==> src/design/ripemd160_hash_engine_unit_assert.svh <==
// Assertion macros shared by the RIPEMD-160 engine RTL.
`ifndef RIPEMD160_HASH_ENGINE_UNIT_ASSERT_SVH
`define RIPEMD160_HASH_ENGINE_UNIT_ASSERT_SVH

`ifndef ASSERT_OFF

// Check that a condition holds at every clock edge out of reset.
`define RMD_ASSERT(lbl, clk, rst_n, expr) \
    lbl: assert property (@(posedge clk) disable iff (!rst_n) (expr)) \
        else $error("assertion failed: condition");

// Check that a condition implies another in the same cycle.
`define RMD_ASSERT_IMP(lbl, clk, rst_n, ante, cons) \
    lbl: assert property (@(posedge clk) disable iff (!rst_n) (ante) |-> (cons)) \
        else $error("assertion failed: same-cycle implication");

// Check that a condition implies another in the next cycle.
`define RMD_ASSERT_NXT(lbl, clk, rst_n, ante, cons) \
    lbl: assert property (@(posedge clk) disable iff (!rst_n) (ante) |=> (cons)) \
        else $error("assertion failed: next-cycle implication");

`else

`define RMD_ASSERT(lbl, clk, rst_n, expr)
`define RMD_ASSERT_IMP(lbl, clk, rst_n, ante, cons)
`define RMD_ASSERT_NXT(lbl, clk, rst_n, ante, cons)

`endif

`endif

==> src/design/rmd160_pkg.sv <==
// Constants, tables and helper functions of the RIPEMD-160 engine.
package rmd160_pkg;

    // Compression schedule
    localparam int unsigned STEP_COUNT = 160;
    localparam logic [7:0]  STEP_LAST  = 8'(STEP_COUNT - 1);
    localparam logic [6:0]  ROUND_LAST = 7'd79;

    // Initial chaining words
    localparam logic [31:0] IV [5] = '{
        32'h67452301, 32'hEFCDAB89, 32'h98BADCFE, 32'h10325476, 32'hC3D2E1F0};

    // Additive constants per group of sixteen rounds
    localparam logic [31:0] KL [5] = '{
        32'h00000000, 32'h5A827999, 32'h6ED9EBA1, 32'h8F1BBCDC, 32'hA953FD4E};
    localparam logic [31:0] KR [5] = '{
        32'h50A28BE6, 32'h5C4DD124, 32'h6D703EF3, 32'h7A6D76E9, 32'h00000000};

    // Message word selection, left and right lines
    localparam logic [3:0] SEL_L [80] = '{
        4'd0, 4'd1, 4'd2, 4'd3, 4'd4, 4'd5, 4'd6, 4'd7,
        4'd8, 4'd9, 4'd10, 4'd11, 4'd12, 4'd13, 4'd14, 4'd15,
        4'd7, 4'd4, 4'd13, 4'd1, 4'd10, 4'd6, 4'd15, 4'd3,
        4'd12, 4'd0, 4'd9, 4'd5, 4'd2, 4'd14, 4'd11, 4'd8,
        4'd3, 4'd10, 4'd14, 4'd4, 4'd9, 4'd15, 4'd8, 4'd1,
        4'd2, 4'd7, 4'd0, 4'd6, 4'd13, 4'd11, 4'd5, 4'd12,
        4'd1, 4'd9, 4'd11, 4'd10, 4'd0, 4'd8, 4'd12, 4'd4,
        4'd13, 4'd3, 4'd7, 4'd15, 4'd14, 4'd5, 4'd6, 4'd2,
        4'd4, 4'd0, 4'd5, 4'd9, 4'd7, 4'd12, 4'd2, 4'd10,
        4'd14, 4'd1, 4'd3, 4'd8, 4'd11, 4'd6, 4'd15, 4'd13};
    localparam logic [3:0] SEL_R [80] = '{
        4'd5, 4'd14, 4'd7, 4'd0, 4'd9, 4'd2, 4'd11, 4'd4,
        4'd13, 4'd6, 4'd15, 4'd8, 4'd1, 4'd10, 4'd3, 4'd12,
        4'd6, 4'd11, 4'd3, 4'd7, 4'd0, 4'd13, 4'd5, 4'd10,
        4'd14, 4'd15, 4'd8, 4'd12, 4'd4, 4'd9, 4'd1, 4'd2,
        4'd15, 4'd5, 4'd1, 4'd3, 4'd7, 4'd14, 4'd6, 4'd9,
        4'd11, 4'd8, 4'd12, 4'd2, 4'd10, 4'd0, 4'd4, 4'd13,
        4'd8, 4'd6, 4'd4, 4'd1, 4'd3, 4'd11, 4'd15, 4'd0,
        4'd5, 4'd12, 4'd2, 4'd13, 4'd9, 4'd7, 4'd10, 4'd14,
        4'd12, 4'd15, 4'd10, 4'd4, 4'd1, 4'd5, 4'd8, 4'd7,
        4'd6, 4'd2, 4'd13, 4'd14, 4'd0, 4'd3, 4'd9, 4'd11};

    // Rotate amounts, left and right lines
    localparam logic [4:0] ROT_L [80] = '{
        5'd11, 5'd14, 5'd15, 5'd12, 5'd5, 5'd8, 5'd7, 5'd9,
        5'd11, 5'd13, 5'd14, 5'd15, 5'd6, 5'd7, 5'd9, 5'd8,
        5'd7, 5'd6, 5'd8, 5'd13, 5'd11, 5'd9, 5'd7, 5'd15,
        5'd7, 5'd12, 5'd15, 5'd9, 5'd11, 5'd7, 5'd13, 5'd12,
        5'd11, 5'd13, 5'd6, 5'd7, 5'd14, 5'd9, 5'd13, 5'd15,
        5'd14, 5'd8, 5'd13, 5'd6, 5'd5, 5'd12, 5'd7, 5'd5,
        5'd11, 5'd12, 5'd14, 5'd15, 5'd14, 5'd15, 5'd9, 5'd8,
        5'd9, 5'd14, 5'd5, 5'd6, 5'd8, 5'd6, 5'd5, 5'd12,
        5'd9, 5'd15, 5'd5, 5'd11, 5'd6, 5'd8, 5'd13, 5'd12,
        5'd5, 5'd12, 5'd13, 5'd14, 5'd11, 5'd8, 5'd5, 5'd6};
    localparam logic [4:0] ROT_R [80] = '{
        5'd8, 5'd9, 5'd9, 5'd11, 5'd13, 5'd15, 5'd15, 5'd5,
        5'd7, 5'd7, 5'd8, 5'd11, 5'd14, 5'd14, 5'd12, 5'd6,
        5'd9, 5'd13, 5'd15, 5'd7, 5'd12, 5'd8, 5'd9, 5'd11,
        5'd7, 5'd7, 5'd12, 5'd7, 5'd6, 5'd15, 5'd13, 5'd11,
        5'd9, 5'd7, 5'd15, 5'd11, 5'd8, 5'd6, 5'd6, 5'd14,
        5'd12, 5'd13, 5'd5, 5'd14, 5'd13, 5'd13, 5'd7, 5'd5,
        5'd15, 5'd5, 5'd8, 5'd11, 5'd14, 5'd14, 5'd6, 5'd14,
        5'd6, 5'd9, 5'd12, 5'd9, 5'd12, 5'd5, 5'd15, 5'd8,
        5'd8, 5'd5, 5'd12, 5'd9, 5'd12, 5'd5, 5'd14, 5'd6,
        5'd8, 5'd13, 5'd6, 5'd5, 5'd15, 5'd13, 5'd11, 5'd11};

    // Rotate a word left by a variable amount
    function automatic logic [31:0] rotl(input logic [31:0] x, input logic [4:0] n);
        logic [63:0] dbl;
        dbl = {x, x} << n;
        return dbl[63:32];
    endfunction

    // Boolean function of each group
    function automatic logic [31:0] mix(input logic [2:0] g, input logic [31:0] x,
                                        input logic [31:0] y, input logic [31:0] z);
        logic [31:0] f;
        unique case (g)
            3'd0:    f = x ^ y ^ z;
            3'd1:    f = (x & y) | (~x & z);
            3'd2:    f = (x | ~y) ^ z;
            3'd3:    f = (x & z) | (y & ~z);
            default: f = x ^ (y | ~z);
        endcase
        return f;
    endfunction

endpackage

==> src/design/ripemd160_hash_engine_unit.sv <==
// RIPEMD-160 hash engine: byte intake, padding, iterative compression, digest output.
//
// Message bytes arrive at most one per slave transaction and are taken at one per cycle
// while the engine is idle. Each full 64-byte block then holds off input while ST_LOAD
// loads the working registers, ST_COMP runs a single shared step unit over the left and
// right lines in turn (one step per cycle, fed by a single-port read of the 16-word
// block store), and ST_FINAL adds the result into the chaining value. A transaction
// with tlast appends the padding one byte per cycle (plus one or two block compressions),
// then offers the five digest words as five master transactions, word 0 first; the
// engine is reinitialized after the fifth is taken.
`include "ripemd160_hash_engine_unit_assert.svh"

module ripemd160_hash_engine_unit
(
    input  logic        clk,
    input  logic        rst_n,
    input  logic        s_axis_tvalid,
    output logic        s_axis_tready,
    input  logic [7:0]  s_axis_tdata,   // [7:0] data_byte
    input  logic [0:0]  s_axis_tuser,   // [0] has_byte
    input  logic        s_axis_tlast,   // is_last
    output logic        m_axis_tvalid,
    input  logic        m_axis_tready,
    output logic [31:0] m_axis_tdata,   // [31:0] digest_word
    output logic [2:0]  m_axis_tuser,   // [2:0] word_index
    output logic        m_axis_tlast    // last_word
);
    import rmd160_pkg::*;

    typedef enum logic [2:0] {
        ST_IDLE,
        ST_PAD,
        ST_LOAD,
        ST_COMP,
        ST_FINAL,
        ST_OUT
    } state_t;

    typedef enum logic [1:0] {
        PH_MARK,
        PH_ZERO,
        PH_LEN
    } phase_t;

    state_t      state_reg;
    phase_t      phase_reg;
    logic [60:0] cnt_reg;
    logic [31:0] cv_reg [5];
    logic        pad_active_reg;
    logic        finish_reg;
    logic [7:0]  step_reg;
    logic [2:0]  word_idx_reg;

    logic [63:0] len_reg;
    logic [23:0] buf_reg;
    logic [31:0] blk_mem [16];
    logic [31:0] w_rd_reg;
    logic [31:0] wa_reg [2];
    logic [31:0] wb_reg [2];
    logic [31:0] wc_reg [2];
    logic [31:0] wd_reg [2];
    logic [31:0] we_reg [2];

    logic [5:0]  pos;
    logic        in_acc;
    logic        out_acc;
    logic        pad_len;
    logic [7:0]  pad_byte;
    logic        absorb_en;
    logic [7:0]  absorb_byte;
    logic [60:0] cnt_inc;
    logic [7:0]  step_next;
    logic [6:0]  nround;
    logic [3:0]  rd_addr;
    logic        line;
    logic [6:0]  round;
    logic [2:0]  grp;
    logic [2:0]  fsel;
    logic [31:0] f_val;
    logic [31:0] k_val;
    logic [4:0]  r_amt;
    logic [31:0] step_sum;
    logic [31:0] step_t;

    // Handshakes and byte position in the block
    assign pos     = cnt_reg[5:0];
    assign in_acc  = s_axis_tvalid && s_axis_tready;
    assign out_acc = m_axis_tvalid && m_axis_tready;
    assign cnt_inc = cnt_reg + 61'd1;

    // Pick the padding byte: marker, zero fill or bit length
    assign pad_len = (phase_reg == PH_LEN) || ((phase_reg == PH_ZERO) && (pos == 6'd56));
    always_comb
    begin
        if (phase_reg == PH_MARK)
        begin
            pad_byte = 8'h80;
        end
        else if (pad_len)
        begin
            pad_byte = len_reg[{pos[2:0], 3'b000} +: 8];
        end
        else
        begin
            pad_byte = 8'h00;
        end
    end

    // Absorb a byte from the input or from the padding sequencer
    assign absorb_en   = ((state_reg == ST_IDLE) && in_acc && s_axis_tuser[0])
                       || (state_reg == ST_PAD);
    assign absorb_byte = (state_reg == ST_PAD) ? pad_byte : s_axis_tdata;

    // Address of the message word for the next step
    assign step_next = step_reg + 8'd1;
    assign nround    = (step_next[7:1] > ROUND_LAST) ? 7'd0 : step_next[7:1];
    always_comb
    begin
        if (state_reg == ST_COMP)
        begin
            rd_addr = step_next[0] ? SEL_R[nround] : SEL_L[nround];
        end
        else
        begin
            rd_addr = SEL_L[0];
        end
    end

    // Shared step unit, left line on even steps and right line on odd steps
    assign line  = step_reg[0];
    assign round = step_reg[7:1];
    assign grp   = round[6:4];
    assign fsel  = line ? 3'(3'd4 - grp) : grp;
    assign f_val = mix(fsel, wb_reg[line], wc_reg[line], wd_reg[line]);
    assign k_val = line ? KR[grp] : KL[grp];
    assign r_amt = line ? ROT_R[round] : ROT_L[round];
    assign step_sum = wa_reg[line] + f_val + w_rd_reg + k_val;
    assign step_t   = rotl(step_sum, r_amt) + we_reg[line];

    // Sequence intake, padding, compression and digest output
    always_ff @(posedge clk or negedge rst_n)
    begin
        if (!rst_n)
        begin
            state_reg      <= ST_IDLE;
            phase_reg      <= PH_MARK;
            cnt_reg        <= '0;
            pad_active_reg <= 1'b0;
            finish_reg     <= 1'b0;
            step_reg       <= '0;
            word_idx_reg   <= '0;
            for (int i = 0; i < 5; i++)
            begin
                cv_reg[i] <= IV[i];
            end
        end
        else
        begin
            unique case (state_reg)
                ST_IDLE:
                begin
                    if (in_acc)
                    begin
                        if (s_axis_tuser[0])
                        begin
                            cnt_reg <= cnt_inc;
                        end
                        pad_active_reg <= s_axis_tlast;
                        phase_reg      <= PH_MARK;
                        if (s_axis_tuser[0] && (pos == 6'd63))
                        begin
                            state_reg <= ST_LOAD;
                        end
                        else if (s_axis_tlast)
                        begin
                            state_reg <= ST_PAD;
                        end
                    end
                end
                ST_PAD:
                begin
                    cnt_reg <= cnt_inc;
                    if (phase_reg == PH_MARK)
                    begin
                        phase_reg <= PH_ZERO;
                    end
                    else if (pad_len)
                    begin
                        phase_reg <= PH_LEN;
                    end
                    if (pad_len && (pos == 6'd63))
                    begin
                        finish_reg <= 1'b1;
                    end
                    if (pos == 6'd63)
                    begin
                        state_reg <= ST_LOAD;
                    end
                end
                ST_LOAD:
                begin
                    step_reg  <= '0;
                    state_reg <= ST_COMP;
                end
                ST_COMP:
                begin
                    step_reg <= step_next;
                    if (step_reg == STEP_LAST)
                    begin
                        state_reg <= ST_FINAL;
                    end
                end
                ST_FINAL:
                begin
                    cv_reg[0] <= cv_reg[1] + wc_reg[0] + wd_reg[1];
                    cv_reg[1] <= cv_reg[2] + wd_reg[0] + we_reg[1];
                    cv_reg[2] <= cv_reg[3] + we_reg[0] + wa_reg[1];
                    cv_reg[3] <= cv_reg[4] + wa_reg[0] + wb_reg[1];
                    cv_reg[4] <= cv_reg[0] + wb_reg[0] + wc_reg[1];
                    priority if (finish_reg)
                    begin
                        word_idx_reg <= '0;
                        state_reg    <= ST_OUT;
                    end
                    else if (pad_active_reg)
                    begin
                        state_reg <= ST_PAD;
                    end
                    else
                    begin
                        state_reg <= ST_IDLE;
                    end
                end
                ST_OUT:
                begin
                    if (out_acc)
                    begin
                        if (word_idx_reg == 3'd4)
                        begin
                            for (int i = 0; i < 5; i++)
                            begin
                                cv_reg[i] <= IV[i];
                            end
                            cnt_reg        <= '0;
                            finish_reg     <= 1'b0;
                            pad_active_reg <= 1'b0;
                            phase_reg      <= PH_MARK;
                            state_reg      <= ST_IDLE;
                        end
                        else
                        begin
                            word_idx_reg <= word_idx_reg + 3'd1;
                        end
                    end
                end
                default:
                begin
                    state_reg <= ST_IDLE;
                end
            endcase
        end
    end

    // Block store: write a word when its fourth byte arrives, read one word a cycle
    always_ff @(posedge clk)
    begin
        if (absorb_en && (pos[1:0] == 2'd3))
        begin
            blk_mem[pos[5:2]] <= {absorb_byte, buf_reg};
        end
        w_rd_reg <= blk_mem[rd_addr];
    end

    // Hold partial word bytes and the captured bit length
    always_ff @(posedge clk)
    begin
        if (absorb_en && (pos[1:0] != 2'd3))
        begin
            buf_reg[{pos[1:0], 3'b000} +: 8] <= absorb_byte;
        end
        if ((state_reg == ST_IDLE) && in_acc && s_axis_tlast)
        begin
            len_reg <= {(s_axis_tuser[0] ? cnt_inc : cnt_reg), 3'b000};
        end
    end

    // Working registers of both lines
    always_ff @(posedge clk)
    begin
        if (state_reg == ST_LOAD)
        begin
            for (int i = 0; i < 2; i++)
            begin
                wa_reg[i] <= cv_reg[0];
                wb_reg[i] <= cv_reg[1];
                wc_reg[i] <= cv_reg[2];
                wd_reg[i] <= cv_reg[3];
                we_reg[i] <= cv_reg[4];
            end
        end
        else if (state_reg == ST_COMP)
        begin
            wa_reg[line] <= we_reg[line];
            we_reg[line] <= wd_reg[line];
            wd_reg[line] <= rotl(wc_reg[line], 5'd10);
            wc_reg[line] <= wb_reg[line];
            wb_reg[line] <= step_t;
        end
    end

    // Drive the stream ports
    assign s_axis_tready = (state_reg == ST_IDLE);
    assign m_axis_tvalid = (state_reg == ST_OUT);
    assign m_axis_tdata  = cv_reg[word_idx_reg];
    assign m_axis_tuser  = word_idx_reg;
    assign m_axis_tlast  = (word_idx_reg == 3'd4);

    // Input and output sides never open together
    `RMD_ASSERT(a_ready_valid_excl, clk, rst_n, !(s_axis_tready && m_axis_tvalid))
    // Step counter stays inside the schedule while compressing
    `RMD_ASSERT_IMP(a_step_range, clk, rst_n, state_reg == ST_COMP, step_reg <= STEP_LAST)
    // Digest output only follows a finished padding pass
    `RMD_ASSERT_IMP(a_out_after_finish, clk, rst_n, m_axis_tvalid, finish_reg)
    // Taking the final word reinitializes the engine
    `RMD_ASSERT_NXT(a_reinit, clk, rst_n, out_acc && m_axis_tlast,
                    (cnt_reg == 61'd0) && (cv_reg[0] == IV[0]) && s_axis_tready)

endmodule
==> config.mk <==
export PLATFORM = sky130hd
export DESIGN_NAME = ripemd160_hash_engine_unit
export DESIGN_NICKNAME = d
export VERILOG_FILES = /design/src/design/rmd160_pkg.sv /design/src/design/ripemd160_hash_engine_unit.sv
export VERILOG_INCLUDE_DIRS = /design/src /design/src/design
export SDC_FILE = /design/constraint.sdc
export NUM_CORES = 2
export LEC_CHECK = 0
export ABC_AREA = 1
export BUFFER_PORTS_ARGS = -buffer_cell sky130_fd_sc_hd__buf_2
export CAP_MARGIN = 20
export CORE_ASPECT_RATIO = 1.4
export CORE_MARGIN = 2
export CORE_UTILIZATION = 44
export CTS_CLUSTER_DIAMETER = 40
export DETAILED_ROUTE_END_ITERATION = 6
export SLEW_MARGIN = 20
export SYNTH_ARGS = -nofsm -noshare
export SYNTH_HDL_FRONTEND = slang
export SYNTH_SLANG_ARGS = --single-unit
export TNS_END_PERCENT = 10
==> constraint.sdc <==
create_clock -name clk -period 19.1 [get_ports clk]
set_input_delay 0.955 -clock clk [delete_from_list [all_inputs] [get_ports clk]]
set_output_delay 0.955 -clock clk [all_outputs]
set_load 0.02 [all_outputs]
==> impl_results.md <==
- Critical path class: reg -> reg
- Startpoint types: register
- Arrival time at the worst endpoint: 11.91 ns
- # port buffers: 51
- Share of layout cells above drive strength 1: 8.46%
- Post-CTS Resized: 0
- Max-cap viol count: 0
- First-pass GRT wire length: 433 mm
- Period utilization: 59.5%
- Clk_lat worst skew: 0.88 ns
- HP Class: in -> async
- Setup TNS Final: 0 ns
- Layout overhead on the synthesized area: 11.2%
- YS warnings: 0
- Vias in the first global route: 64327
- Via/cell ratio: 5.83
- Fmax: 88.0 MHz
- Drt total wl: 299 mm
- Antenna viol nets, final: 0
- GR Util All Layers: 33.4%
- Slew @ Worst Pin: 1.14 ns
- Fin crit period: 11.36 ns
- Nets: 9379
- Initial DRC count: 6456
- TritonCTS clock tree: built
- Syn_nets: 9443
- Die area: 177000 um2
- Ys flop type: edfxtp_1
- Failing checks: design-rule violations
- Worst Skew: 0.0668 ns
- First-pass iteration count of the detailed router: 7
- CTS Buf Count: 169
- Largest stage delay, worst path: 0.62 ns
- Ports: 52
- Slew Limit Fails: 0
- Initial antenna violation count: 11
- Largest register FFs: 512
- Relative slew margins: 21.5%
- Die X: 356 um
- Residual DRC: 14
- Die extent in y: 497 um
- Asr flop ratio synth: 20.1%
- Syn avg cell area: 8.55 um2
- CORE AREA: 172000 um2
- Slowest cell on the critical path: nand3_1
- Critical Path Most Common Cell: nand2_1
- Num rows: 180
- Critical path fanouts, max: 23
- Outcome: complete, but fails checks
- Synth Register Bits: 1188
- Clock-pin slew on the worst setup and hold paths: 0.06 ns
- Worst Path Required: 19.65 ns
- Commonest non-fill, non-tap cell in the layout: nand2_1
- Hold_buf cts: 0
- Hold Vio Cnt, Final: 0
- WL/cell: 26.5 um
- Seq/Total Area, Yosys: 44.9%
- H-tree Lvls: 4
- Setup crit end kind: register
- Via count: 65820
- Clock root buffer: clkbuf_16
- DP Wirelength: 214 mm
- Largest net degree at the start of global routing: 166
- Total grt overflow: 0
- Worst-case clock buffer depth: 3
- Post-CTS repair timing setup buffer count: 0
- # clock sinks: 1188
- Number of distinct library cells after synthesis: 59
- Synth Instances: 8932
- Post-Syn Area: 76400 um2
- Commonest cells after routing, fill and taps aside: nand2_1, inv_1, nand3_1
- RSZ-0062 raised after global routing: false
- Gpl congestion: 1.11
- Initial Util: 44.4%
- Final setup fails: 0
- Number of flops mapped to enable cells by yosys: 917
## metal layers
layer  vias to the layer above  GRT usage, %  wire [um]  share of wire, %
li1                      30212             -          -                 -
met1                     32059          37.9     107000                36
met3                       794          4.85      19800               6.6
met4                        12          24.3      25600               8.5
met5                         -             0         73             0.024
met2                      2743          57.2     147000                49
## logic make-up (layout without fill, tap and decap cells)
family / count (synthesis) / count (layout) / share of synthesized area (%)
buffers and inverters: 1541 / 1625 / 8.01
AO/OA/AOI/OAI: 1832 / 1832 / 13.1
adder cells (fa/ha/maj): 497 / 497 / 10.3
multiplexers: 87 / 87 / 1.14
other: 0 / 3 / 0
XOR/XNOR: 194 / 194 / 2.23
flip-flops: 1188 / 1188 / 44.9
AND/OR/NAND/NOR: 3593 / 3593 / 20.4
## worst paths after layout
| kind | startpoint | endpoint | slack [ns] | cells after the start |
|---|---|---|---|---|
| max in group asynchronous | rst_n | cnt_reg[56] | 16.77 | 3 |
| setup / recovery | step_reg[5] | wb_reg[1][28] | 7.74 | 49 |
| hold / removal | rst_n | cv_reg[40] | 0.15 | 1 |
| setup reg to reg | step_reg[5] | wb_reg[1][28] | 7.74 | 49 |
| min in group clk | s_axis_tlast | pad_active_reg | 0.49 | 3 |
| hold reg to reg | phase_reg[1] | phase_reg[1] | 0.52 | 2 |
## cell usage after synthesis, types with 17 or more instances
master | count | share of area [%]
dfrtp_1 | 159 | 5.2
clkbuf_1 | 226 | 1.1
nand3b_1 | 41 | 0.40
dfstp_2 | 80 | 2.8
xnor2_1 | 69 | 0.79
dfxtp_1 | 32 | 0.84
inv_1 | 1112 | 5.5
nand3_1 | 991 | 6.5
buf_4 | 23 | 0.23
mux2i_1 | 87 | 1.1
o221ai_1 | 17 | 0.19
buf_1 | 35 | 0.17
o21a_1 | 24 | 0.24
buf_2 | 114 | 0.75
nand2_1 | 1891 | 9.3
nand4_1 | 46 | 0.38
xor2_1 | 125 | 1.4
a31oi_1 | 70 | 0.57
edfxtp_1 | 917 | 36
ha_1 | 274 | 4.5
a21oi_1 | 481 | 3.2
or2_2 | 126 | 1.0
o21ai_1 | 22 | 0.14
nor2_1 | 376 | 1.8
nor3_1 | 81 | 0.53
o22ai_1 | 101 | 0.83
fa_1 | 223 | 5.8
o211ai_1 | 51 | 0.50
o21ai_0 | 961 | 6.3
## metrics by stage
step,cell area [um2],instances,worst slack (ns),hold WS (ns),utilization (%)
after floorplan,76400,8932,10.43,0.459,-
after global placement,78900,10971,7.86,0.491,45.8
after detailed placement,78900,10971,7.80,0.496,45.8
after CTS,84800,11290,7.76,0.131,49.3
after global routing,84900,11292,6.96,0.186,49.3
final,84900,11294,7.74,0.154,49.3
## final cells by class
class / instances / area (um2)
fillers: 16423 / 87200
multi-input cells: 6203 / 36300
flip-flops and latches: 1188 / 34300
clock buffers: 199 / 4450
inverters: 1129 / 4250
well taps: 2275 / 2850
clock inverters: 120 / 1520
repair buffers: 177 / 1260
diodes: 3 / 7.51
## critical path, delay by kind of cell (launching register included)
| family | cells | cell delay [ns] |
|---|---|---|
| AO/OA/AOI/OAI | 10 | 2.45 |
| adder cells (fa/ha/maj) | 8 | 2.84 |
| AND/OR/NAND/NOR | 20 | 2.87 |
| flip-flops | 1 | 0.36 |
| XOR/XNOR | 1 | 0.10 |
| buffers and inverters | 10 | 2.42 |
Power is left out: the tool's default activity adds up to more than one toggle a clock period on the data nets, which glitch-free logic cannot reach.
